File: src/rtl/csv_field_tokenizer_core_macros.svh
// Assertion macros used by the CSV tokenizer core.
`ifndef CSV_FIELD_TOKENIZER_CORE_MACROS_SVH
`define CSV_FIELD_TOKENIZER_CORE_MACROS_SVH
`ifndef ASSERT_OFF
`define CSVT_ASSERT(lbl, clk, rstn, prop, msg) \
    lbl: assert property (@(posedge clk) disable iff (!rstn) prop) else $error(msg);
`define CSVT_ASSERT_NEVER(lbl, clk, rstn, expr, msg) \
    lbl: assert property (@(posedge clk) disable iff (!rstn) !(expr)) else $error(msg);
`else
`define CSVT_ASSERT(lbl, clk, rstn, prop, msg)
`define CSVT_ASSERT_NEVER(lbl, clk, rstn, expr, msg)
`endif
`endif

File: src/rtl/csvt_pkg.sv
// Types and constants shared by the CSV tokenizer modules.
`timescale 1ns / 1ps
`default_nettype none
package csvt_pkg;

    localparam logic [7:0] CH_COMMA  = 8'h2C;
    localparam logic [7:0] CH_DQUOTE = 8'h22;
    localparam logic [7:0] CH_LF     = 8'h0A;
    localparam logic [7:0] CH_CR     = 8'h0D;
    localparam logic [7:0] CH_NUL    = 8'h00;

    localparam int unsigned LINE_OUT_BITS = 24;

    localparam logic [1:0] CFG_DELIMITER   = 2'd0;
    localparam logic [1:0] CFG_QUOTE       = 2'd1;
    localparam logic [1:0] CFG_HEADER_MODE = 2'd2;

    typedef enum logic [3:0] {
        MODE_START  = 4'b0001,
        MODE_PLAIN  = 4'b0010,
        MODE_QUOTED = 4'b0100,
        MODE_QCLOSE = 4'b1000
    } mode_t;

    typedef enum logic [2:0] {
        EV_BYTE      = 3'd0,
        EV_FIELD     = 3'd1,
        EV_FIELD_ROW = 3'd2,
        EV_ROW       = 3'd3,
        EV_UNTERM    = 3'd4
    } event_t;

    typedef struct packed {
        mode_t mode;
        logic  row_has_fields;
        logic  header_pending;
    } parse_state_t;

    typedef struct packed {
        parse_state_t next;
        logic [1:0]   count;
        event_t       kind0;
        logic [7:0]   byte0;
        event_t       kind1;
        logic [7:0]   byte1;
        logic         line_inc;
        logic         line_clear;
    } parse_step_t;

    typedef struct packed {
        event_t                   kind;
        logic [7:0]               fbyte;
        logic [LINE_OUT_BITS-1:0] line;
        logic                     hdr;
        logic                     last;
    } result_t;

endpackage
`default_nettype wire

File: src/rtl/csvt_parse.sv
// Per-byte parser step: next parse state and the events caused by one item.
`timescale 1ns / 1ps
`default_nettype none
module csvt_parse (
    input  var csvt_pkg::parse_state_t cur,
    input  wire logic [7:0]            text_byte,
    input  wire logic                  end_of_text,
    input  wire logic [7:0]            delimiter_byte,
    input  wire logic [7:0]            quote_byte,
    output csvt_pkg::parse_step_t      step
);

    logic [7:0] d;
    logic [7:0] q;
    logic       eot;
    logic       eol;
    logic       is_lf;

    assign d     = (delimiter_byte == csvt_pkg::CH_NUL) ? csvt_pkg::CH_COMMA : delimiter_byte;
    assign q     = (quote_byte == csvt_pkg::CH_NUL) ? csvt_pkg::CH_DQUOTE : quote_byte;
    assign eot   = end_of_text || (text_byte == csvt_pkg::CH_NUL);
    assign is_lf = (text_byte == csvt_pkg::CH_LF);
    assign eol   = is_lf || (text_byte == csvt_pkg::CH_CR);

    always_comb
    begin
        step            = '0;
        step.next       = cur;
        step.kind0      = csvt_pkg::EV_BYTE;
        step.kind1      = csvt_pkg::EV_BYTE;
        step.line_inc   = 1'b0;
        step.line_clear = 1'b0;
        if (eot)
        begin
            case (cur.mode)
                csvt_pkg::MODE_PLAIN, csvt_pkg::MODE_QCLOSE:
                begin
                    step.count = 2'd1;
                    step.kind0 = csvt_pkg::EV_FIELD_ROW;
                end
                csvt_pkg::MODE_QUOTED:
                begin
                    // The partial field is reported, then the row is closed if it had fields.
                    step.count = cur.row_has_fields ? 2'd2 : 2'd1;
                    step.kind0 = csvt_pkg::EV_UNTERM;
                    step.kind1 = csvt_pkg::EV_ROW;
                end
                default:
                begin
                    step.count = cur.row_has_fields ? 2'd1 : 2'd0;
                    step.kind0 = csvt_pkg::EV_ROW;
                end
            endcase
            step.next.mode           = csvt_pkg::MODE_START;
            step.next.row_has_fields = 1'b0;
            step.next.header_pending = 1'b1;
            step.line_clear          = 1'b1;
        end
        else
        begin
            case (cur.mode)
                csvt_pkg::MODE_PLAIN:
                begin
                    if (text_byte == d)
                    begin
                        step.count               = 2'd1;
                        step.kind0               = csvt_pkg::EV_FIELD;
                        step.next.row_has_fields = 1'b1;
                        step.next.mode           = csvt_pkg::MODE_START;
                    end
                    else if (eol)
                    begin
                        step.count               = 2'd1;
                        step.kind0               = csvt_pkg::EV_FIELD_ROW;
                        step.next.header_pending = 1'b0;
                        step.next.row_has_fields = 1'b0;
                        step.next.mode           = csvt_pkg::MODE_START;
                        step.line_inc            = is_lf;
                    end
                    else
                    begin
                        step.count = 2'd1;
                        step.byte0 = text_byte;
                    end
                end
                csvt_pkg::MODE_QUOTED:
                begin
                    if (text_byte == q)
                    begin
                        step.next.mode = csvt_pkg::MODE_QCLOSE;
                    end
                    else
                    begin
                        step.count    = 2'd1;
                        step.byte0    = text_byte;
                        step.line_inc = is_lf;
                    end
                end
                csvt_pkg::MODE_QCLOSE:
                begin
                    if (text_byte == q)
                    begin
                        // A doubled quote stands for one literal quote.
                        step.count     = 2'd1;
                        step.byte0     = q;
                        step.next.mode = csvt_pkg::MODE_QUOTED;
                    end
                    else if (text_byte == d)
                    begin
                        step.count               = 2'd1;
                        step.kind0               = csvt_pkg::EV_FIELD;
                        step.next.row_has_fields = 1'b1;
                        step.next.mode           = csvt_pkg::MODE_START;
                    end
                    else if (eol)
                    begin
                        step.count               = 2'd1;
                        step.kind0               = csvt_pkg::EV_FIELD_ROW;
                        step.next.header_pending = 1'b0;
                        step.next.row_has_fields = 1'b0;
                        step.next.mode           = csvt_pkg::MODE_START;
                        step.line_inc            = is_lf;
                    end
                    else
                    begin
                        // Text after a closing quote ends that field and opens a new one.
                        step.count               = 2'd2;
                        step.kind0               = csvt_pkg::EV_FIELD;
                        step.byte1               = text_byte;
                        step.next.row_has_fields = 1'b1;
                        step.next.mode           = csvt_pkg::MODE_PLAIN;
                    end
                end
                default:
                begin
                    if (eol)
                    begin
                        if (cur.row_has_fields)
                        begin
                            step.count               = 2'd1;
                            step.kind0               = csvt_pkg::EV_ROW;
                            step.next.header_pending = 1'b0;
                            step.next.row_has_fields = 1'b0;
                        end
                        step.next.mode = csvt_pkg::MODE_START;
                        step.line_inc  = is_lf;
                    end
                    else if (text_byte == q)
                    begin
                        step.next.mode = csvt_pkg::MODE_QUOTED;
                    end
                    else if (text_byte == d)
                    begin
                        step.count               = 2'd1;
                        step.kind0               = csvt_pkg::EV_FIELD;
                        step.next.row_has_fields = 1'b1;
                        step.next.mode           = csvt_pkg::MODE_START;
                    end
                    else
                    begin
                        step.count     = 2'd1;
                        step.byte0     = text_byte;
                        step.next.mode = csvt_pkg::MODE_PLAIN;
                    end
                end
            endcase
        end
    end

endmodule
`default_nettype wire

File: src/rtl/csv_field_tokenizer_core.sv
// An accepted item is held in the input register; its results are registered in two slots.
// Throughput: one item per cycle while m_tready is high; an item with two results holds
// the single output port until both are taken, and the next item waits for that.
// Reset (rst_n low, asynchronous): parser at field start, line count one, header pending,
// registers back to comma, double quote and header mode off; no memory to clear.
`timescale 1ns / 1ps
`default_nettype none
`include "csv_field_tokenizer_core_macros.svh"
module csv_field_tokenizer_core #(
    parameter int unsigned LINE_BITS = 24
) (
    input  wire logic        clk,
    input  wire logic        rst_n,
    input  wire logic        s_tvalid,
    output logic             s_tready,
    input  wire logic [7:0]  s_tdata,   // [7:0] text_byte
    input  wire logic        s_tlast,   // end_of_text
    output logic             m_tvalid,
    input  wire logic        m_tready,
    output logic [31:0]      m_tdata,   // [7:0] field_byte, [31:8] line_number
    output logic [3:0]       m_tuser,   // [2:0] event_kind, [3] is_header_row
    output logic             m_tlast,   // run_last
    input  wire logic        cfg_wen,
    input  wire logic [1:0]  cfg_addr,
    input  wire logic [7:0]  cfg_wdata
);

    localparam logic [LINE_BITS-1:0] LINE_MAX = {LINE_BITS{1'b1}};
    localparam logic [LINE_BITS-1:0] LINE_ONE = LINE_BITS'(1);

    logic [7:0]                 delimiter_reg;
    logic [7:0]                 quote_reg;
    logic                       header_mode_reg;

    logic                       in_valid_reg;
    logic [7:0]                 in_byte_reg;
    logic                       in_eot_reg;

    csvt_pkg::parse_state_t     state_reg;
    logic [LINE_BITS-1:0]       line_count_reg;
    logic [LINE_BITS-1:0]       line_count_next;

    csvt_pkg::result_t          slot0_reg;
    csvt_pkg::result_t          slot1_reg;
    logic [1:0]                 out_cnt_reg;

    csvt_pkg::parse_step_t      step;
    csvt_pkg::result_t          res0;
    csvt_pkg::result_t          res1;
    logic [31:0]                line_wide;
    logic                       out_fire;
    logic                       out_free;
    logic                       process;

    csvt_parse u_parse (
        .cur            (state_reg),
        .text_byte      (in_byte_reg),
        .end_of_text    (in_eot_reg),
        .delimiter_byte (delimiter_reg),
        .quote_byte     (quote_reg),
        .step           (step)
    );

    assign out_fire = m_tvalid && m_tready;
    // The output holds at most two results; an item moves on only once it is empty or emptying.
    assign out_free = (out_cnt_reg == 2'd0) || ((out_cnt_reg == 2'd1) && out_fire);
    assign process  = in_valid_reg && out_free;
    assign s_tready = !in_valid_reg || out_free;

    assign line_wide = 32'(line_count_reg);

    always_comb
    begin
        res0.kind  = step.kind0;
        res0.fbyte = step.byte0;
        res0.line  = line_wide[csvt_pkg::LINE_OUT_BITS-1:0];
        res0.hdr   = header_mode_reg && state_reg.header_pending;
        res0.last  = (step.count == 2'd1);
        res1.kind  = step.kind1;
        res1.fbyte = step.byte1;
        res1.line  = line_wide[csvt_pkg::LINE_OUT_BITS-1:0];
        res1.hdr   = header_mode_reg && state_reg.header_pending;
        res1.last  = 1'b1;
    end

    always_comb
    begin
        line_count_next = line_count_reg;
        if (step.line_clear)
        begin
            line_count_next = LINE_ONE;
        end
        else if (step.line_inc && (line_count_reg != LINE_MAX))
        begin
            line_count_next = line_count_reg + LINE_ONE;
        end
    end

    always_ff @(posedge clk or negedge rst_n)
    begin
        if (!rst_n)
        begin
            delimiter_reg   <= csvt_pkg::CH_COMMA;
            quote_reg       <= csvt_pkg::CH_DQUOTE;
            header_mode_reg <= 1'b0;
        end
        else if (cfg_wen)
        begin
            case (cfg_addr)
                csvt_pkg::CFG_DELIMITER:   delimiter_reg   <= cfg_wdata;
                csvt_pkg::CFG_QUOTE:       quote_reg       <= cfg_wdata;
                csvt_pkg::CFG_HEADER_MODE: header_mode_reg <= cfg_wdata[0];
                default:                   ;
            endcase
        end
    end

    always_ff @(posedge clk or negedge rst_n)
    begin
        if (!rst_n)
        begin
            in_valid_reg   <= 1'b0;
            out_cnt_reg    <= 2'd0;
            state_reg      <= '{mode: csvt_pkg::MODE_START, row_has_fields: 1'b0,
                                header_pending: 1'b1};
            line_count_reg <= LINE_ONE;
        end
        else
        begin
            if (s_tready)
            begin
                in_valid_reg <= s_tvalid;
            end
            if (process)
            begin
                state_reg      <= step.next;
                line_count_reg <= line_count_next;
                out_cnt_reg    <= step.count;
            end
            else if (out_fire)
            begin
                out_cnt_reg <= out_cnt_reg - 2'd1;
            end
        end
    end

    always_ff @(posedge clk)
    begin
        if (s_tready && s_tvalid)
        begin
            in_byte_reg <= s_tdata;
            in_eot_reg  <= s_tlast;
        end
        if (process && (step.count != 2'd0))
        begin
            slot0_reg <= res0;
            slot1_reg <= res1;
        end
        else if (out_fire)
        begin
            slot0_reg <= slot1_reg;
        end
    end

    assign m_tvalid = (out_cnt_reg != 2'd0);
    assign m_tdata  = {slot0_reg.line, slot0_reg.fbyte};
    assign m_tuser  = {slot0_reg.hdr, slot0_reg.kind};
    assign m_tlast  = slot0_reg.last;

    `CSVT_ASSERT(a_pair_first_not_last, clk, rst_n,
        (out_cnt_reg == 2'd2) |-> !slot0_reg.last, "first of two results marked last")
    `CSVT_ASSERT(a_single_is_last, clk, rst_n,
        (out_cnt_reg == 2'd1) |-> slot0_reg.last, "lone pending result not marked last")
    `CSVT_ASSERT(a_eot_restores, clk, rst_n,
        (process && step.line_clear) |=>
            (state_reg.mode == csvt_pkg::MODE_START) && (line_count_reg == LINE_ONE)
            && state_reg.header_pending && !state_reg.row_has_fields,
        "end of text did not restore the start state")
    `CSVT_ASSERT(a_line_monotonic, clk, rst_n,
        (process && !step.line_clear) |=> (line_count_reg >= $past(line_count_reg)),
        "line count went backwards")
    `CSVT_ASSERT_NEVER(a_header_no_rise, clk, rst_n,
        $rose(state_reg.header_pending) && !$past(process && step.line_clear),
        "header flag raised without end of text")

endmodule
`default_nettype wire
File: config.mk
export PLATFORM = sky130hd
export DESIGN_NAME = csv_field_tokenizer_core
export DESIGN_NICKNAME = d
export VERILOG_FILES = /design/src/rtl/csvt_pkg.sv /design/src/rtl/csvt_parse.sv /design/src/rtl/csv_field_tokenizer_core.sv
export VERILOG_INCLUDE_DIRS = /design/src /design/src/rtl
export SDC_FILE = /design/constraint.sdc
export NUM_CORES = 1
export LEC_CHECK = 0
export BUFFER_PORTS_ARGS = -buffer_cell sky130_fd_sc_hd__buf_2
export CORE_MARGIN = 2
export CORE_UTILIZATION = 49
export DETAILED_ROUTE_END_ITERATION = 7
export GPL_ROUTABILITY_DRIVEN = 0
export PLACE_DENSITY = 0.68
export SLEW_MARGIN = 20
export SYNTH_ARGS = -nofsm -noshare
export SYNTH_HDL_FRONTEND = slang
export SYNTH_SLANG_ARGS = --single-unit
File: constraint.sdc
create_clock -name clk -period 12 [get_ports clk]
set_clock_uncertainty 0.1 [all_clocks]
set_input_delay 1.8 -clock clk [delete_from_list [all_inputs] [get_ports clk]]
set_output_delay 1.8 -clock clk [all_outputs]
set_load 0.01 [all_outputs]
# Word-level counts from Yosys, hierarchy flattened
# Cells that the tools add are included.
# classes
add_sub_neg,2
eq_ne,19
mux,60
n_bitwise,1
reduce_logical,34
# ops
operator,count
37-bit 2-to-1 mux,2
8-bit 2-to-1 mux,9
24-bit 2-to-1 mux,2
5-bit 2-to-1 mux,6
"24-bit by 1-bit adder with 24-bit output, second input constant",1
8-bit logical NOT,3
"24-bit != test, second input constant",1
8-bit case mux with 3 select lines,1
"8-bit by 4-bit == test with 1-bit output, second input constant",2
8-bit == test,2
1-bit 2-to-1 mux,16
2-bit 2-to-1 mux,8
12-bit 2-to-1 mux,1
4-bit 2-to-1 mux,3
6-bit 2-to-1 mux,2
2-bit case mux with 3 select lines,2
4-bit case mux with 3 select lines,1
2-bit nonzero test,6
11-bit 2-to-1 mux,1
5-bit case mux with 2 select lines,1
3-bit 2-to-1 mux,3
"3-bit by 2-bit != test with 1-bit output, second input constant",3
3-bit case mux with 3 select lines,1
2-bit AND reduction,4
other kinds (22),35
# totals
register_bits,132
elab_cells,136

# Depth between registers and ports, before layout
# depth
ltp_word,11
mapped_depth,11

# Cells and area by module
# Synthesis repeated with hierarchy kept, for this count alone.
# hier_totals
hier_cells,561
hier_area_um2,6633.9
# modules_own_cells
module,instances,cells_each,area_each_um2,seq_area_each_um2
csv_field_tokenizer_core,1,386,5526.6,3723.6
csvt_parse,1,175,1107.3,0.0

# Worst setup path before layout
# OpenSTA, ideal clock, no wires.
# synth_path
path_kind,input port to flip-flop
from,input m_tready
to,"register slot0_reg, in the netlist m_tdata[0] (enable)"
arrival_time_ns,3.771
setup_slack_ns,7.734
stages,8
path_buffers,3
cell_sequence,a21o_1 -> and2_1 -> clkbuf_1 -> o21ai_0 -> o32a_1 -> buf_2 -> buf_6 -> nand2_1
# synth_between
elab_chain_cells,6
# synth_rtl
element,line,rtl
start: declaration,csv_field_tokenizer_core.sv:19,"input wire logic m_tready,"
1-bit logical AND *,csv_field_tokenizer_core.sv:64,assign out_fire = m_tvalid && m_tready;
1-bit logical AND,csv_field_tokenizer_core.sv:66,assign out_free = (out_cnt_reg == 2'd0) || ((out_cnt_reg == 2'd1) && out_fire);
1-bit logical OR,csv_field_tokenizer_core.sv:66,
1-bit logical AND,csv_field_tokenizer_core.sv:67,assign process = in_valid_reg && out_free;
1-bit logical AND,csv_field_tokenizer_core.sv:154,if (process && (step.count != 2'd0))
2-bit nonzero test (no source line) *,n/a,
end signal: assignment,csv_field_tokenizer_core.sv:156,slot0_reg <= res0;
end signal: assignment,csv_field_tokenizer_core.sv:161,slot0_reg <= slot1_reg;
end: declaration,csv_field_tokenizer_core.sv:43,csvt_pkg::result_t slot0_reg;
# Every way passes the cells marked *; elsewhere a longest branch is shown, timed or not.
# A chain may end at the register's enable or synchronous reset.

# Final worst setup path
# layout_path
from,register quote_reg[0]
to,register slot1_reg[34] in the netlist's numbering (enable)
# layout_between
elab_chain_cells,9
elab_cells_between_ends,11
# layout_rtl
element,line,rtl
start: declaration,csv_field_tokenizer_core.sv:32,logic [7:0] quote_reg;
start signal: assignment,csv_field_tokenizer_core.sv:104,quote_reg <= csvt_pkg::CH_DQUOTE;
start signal: assignment,csv_field_tokenizer_core.sv:111,csvt_pkg::CFG_QUOTE: quote_reg <= cfg_wdata;
8-bit logical NOT,csvt_parse.sv:20,assign q = (quote_byte == csvt_pkg::CH_NUL) ? csvt_pkg::CH_DQUOTE : quote_byte;
8-bit 2-to-1 mux *,csvt_parse.sv:20,
8-bit == test *,"csvt_parse.sv:88, csvt_parse.sv:101, csvt_parse.sv:148",
12-bit 2-to-1 mux,csvt_parse.sv:148,else if (text_byte == q)
5-bit 2-to-1 mux,csvt_parse.sv:136,if (eol)
2-bit case mux with 3 select lines *,csvt_parse.sv:61,case (cur.mode)
11-bit 2-to-1 mux *,csvt_parse.sv:33,if (eot)
2-bit nonzero test *,csv_field_tokenizer_core.sv:154,
1-bit logical AND *,csv_field_tokenizer_core.sv:154,
end signal: assignment,csv_field_tokenizer_core.sv:157,slot1_reg <= res1;
end: declaration,csv_field_tokenizer_core.sv:44,csvt_pkg::result_t slot1_reg;
# Marked as above.

==> impl_metrics.py <==
metrics = {
    "logic_synthesis": {
        "syn_nets": 551,
        "synth-seq-cells": 130,
        "synthCells": 524,
        "yosys_warnings": 0,
        "ys_types": 65,
        "synth_top_cell_by_area": "edfxtp_1",
        "yosysSeqAreaShare_pct": 57.19,
        "netlist_top_cells_count": "edfxtp_1 (80), nand2_1 (43), dfrtp_1 (42), mux2_2 (37), a21oi_1 (29)",
        "synth_most_common_cell": "edfxtp_1",
        "ys.flop_type": "edfxtp_1",
        "synth_edf_count": 80,
        "async_reset_ff_share_pct": 38.46,
        "synth_area_per_cell_um2": 12.23,
        "yosys-top-cells-area": "edfxtp_1 (38%), dfrtp_1 (16%), mux2_2 (6.5%)",
        "synth_top_area_share_pct": 37.50,
        "syn-cell-area_mm2": 0.006406,
    },
    "pwr": {
        "ir_worst_vdd_v": 0.0001107,
        "p_sw_w": 0.0005145,
        "p_per_area_mw_per_mm2": 224.4,
        "switching_share_pct": 30.84,
        "combPwrFrac_pct": 28.2,
        "pwr-share-clk_pct": 28.8,
        "p_total_w": 0.001668,
        "p_int_w": 0.001154,
        "leakage_nw": 2.831,
        "seqPwrFrac_pct": 43.0,
    },
    "setup_path": {
        "start_kind": "register",
        "crit_path_max_fanout": 38,
        "worstSetupStartpoint": "quote_reg[0]",
        "path_class": "register to register",
        "critPathCaptureType": "register",
        "cp.required_ns": 12.05,
        "crit_arrival_ns": 4.92,
        "reg2reg_from": "quote_reg[0]",
    },
    "timing": {
        "tns_ns": 0,
        "finalCriticalPeriod_ns": 4.864,
        "fmax_ghz": 0.2056,
        "hold_ws_ns": 0.4023,
        "tightest_slew_ns": 1.058,
        "slew_viol_final": 0,
        "relSlewSlack_pct": 29.43,
        "setup_viol": 0,
        "final_hold_viol_count": 0,
        "fin_crit_sh_pct": 40.54,
        "rsz0062_at_grt": "false",
    },
    "placement": {
        "port_buffers": 62,
        "post-place-cells": 738,
        "dp_hpwl_mm": 9.214,
    },
    "layout": {
        "final.fill_count": 1033,
        "largest_reg_flops": 34,
        "area_growth_syn_to_layout_pct": 16.05,
        "final_nets": 612,
        "stdcell_count": 770,
        "layout-drive-gt1-share_pct": 28.43,
        "diodes": 0,
    },
    "cts": {
        "cts_buffer_depth": 2,
        "htree_num_levels": 4,
        "cts_buffers": 17,
        "cts_root_buf": "clkbuf_16",
        "hold_buffers": 0,
        "clock_sinks": 130,
        "cts_resized": 0,
        "clk_pin_slew_worst_paths_ns": 0.05,
        "clock_latency_ns": 0.42,
        "post_cts_buffers": 0,
        "cts_tree": "done",
    },
    "status": {
        "outcome": "complete, no violations",
    },
    "hold_path": {
        "worstHoldStart": "state_reg[0]",
        "hp-class": "register to register",
    },
    "global_routing": {
        "grt_pass1_vias": 4484,
        "antenna_found_initial": 0,
        "overflow": 0,
        "grt_max_degree": 51,
        "grtUsageTotal_pct": 20.43,
        "grt_pass1_wl_mm": 22.49,
    },
    "routing": {
        "finalWirelength_mm": 13.56,
        "vias": 4524,
        "ant_nets": 0,
        "first_iter_violations": 343,
        "dr.pass1.iters": 6,
        "wl_per_cell_um": 17.61,
        "via_per_inst": 5.875,
        "route.detailed.drc": 0,
    },
    "die": {
        "die-area_mm2": 0.01400,
        "io_pins": 63,
        "start_util_pct": 50.56,
        "die_y_um": 118.3,
        "rows": 41,
        "coreArea_mm2": 0.01267,
        "die_x_um": 118.3,
    },
    "flow_run": {
        "drv_cap": 0,
    },
}
[cell type report]
class                           count  area [um^2]  area share [%]
Clock buffer                       25        495.5           6.664
Clock inverter                      7        57.56          0.7742
Inverter                           16        60.06          0.8078
Multi-Input combinational cell    350         2572           34.60
Sequential cell                   130         3664           49.28
Tap cell                          172        215.2           2.895
Timing Repair Buffer               70        370.4           4.981
[kinds of logic after synthesis]
family | share of synthesized area [%]
buffers and inverters | 2.891
AOI/OAI and AO/OA | 13.05
adders and majority gates | 0.5860
DFF | 57.19
muxes | 10.96
and+or+nand+nor | 13.28
xor gates and xnor gates | 2.051
[metal layers]
| metal | routed length [um] | part of all wire, % | global-route usage [%] | vias up |
|---|---|---|---|---|
| met5 | 0 | 0 | 0 | - |
| met4 | 286 | 2.1 | 9.262 | 0 |
| met3 | 763 | 5.6 | 4.875 | 28 |
| met2 | 6663 | 49 | 33.06 | 175 |
| met1 | 5844 | 43 | 26.06 | 2183 |
| li1 | - | - | - | 2138 |
[metrics by stage]
step	instance area, um^2	worst slack, ns	utilization [%]
after detailed placement	6882	7.210	54.31
after global routing	7435	6.838	58.67
final	7435	7.136	58.67
after global placement	6874	7.352	54.25
after CTS	7435	7.197	58.67
after floorplan	6406	7.734	-
[final timing paths]
check	end	slack, ns	depth (start not counted)
max	slot1_reg[34]	7.14	8
max reg2reg	slot1_reg[34]	7.14	8
min reg2reg	state_reg[0]	0.40	2
min in group asynchronous	delimiter_reg[7]	1.39	2
max in group asynchronous	line_count_reg[8]	9.96	2
min	state_reg[0]	0.40	2
[critical path, cell delays in order, from the launching register on]
cell and delay [ns]:
dfrtp_1 0.42, nor4_1 0.67, mux2i_1 0.21, o22ai_1 0.21, or2_1 0.56, and3_1 0.46, o32a_2 0.91, inv_1 0.60
buf_4 0.39
[cells in the final DEF (no fill, tap or decap), drive strengths merged, types with 4 or more instances in the layout]
cell / instances
or4: 4
edfxtp: 80
dfrtp: 42
mux2: 54
o31a: 7
nand3: 22
dfstp: 8
o31ai: 6
nor4b: 4
a2111oi: 6
a31oi: 4
a21oi: 29
o21a: 5
clkinv: 6
nor3: 7
and2: 11
a221oi: 5
buf: 70
xnor2: 5
nor4: 13
nand4: 9
nand2: 43
or3: 11
o21ai: 25
xor2: 10
clkbuf: 25
inv: 16
nand3b: 4
nor2: 18
[power by group through the flow]
| stage | clock (W) | sequential, W | combinational (W) |
|---|---|---|---|
| 2_1_floorplan | 0 | 0.000741 | 0.000307 |
| 5_1_grt | 0.000508 | 0.000732 | 0.000513 |
| 6_report | 0.000480 | 0.000718 | 0.000471 |
| 3_3_place_gp | 0 | 0.000720 | 0.000462 |
| 4_1_cts | 0.000487 | 0.000718 | 0.000476 |
| 3_5_place_dp | 0 | 0.000726 | 0.000472 |
(Power assumes the default switching activity.)
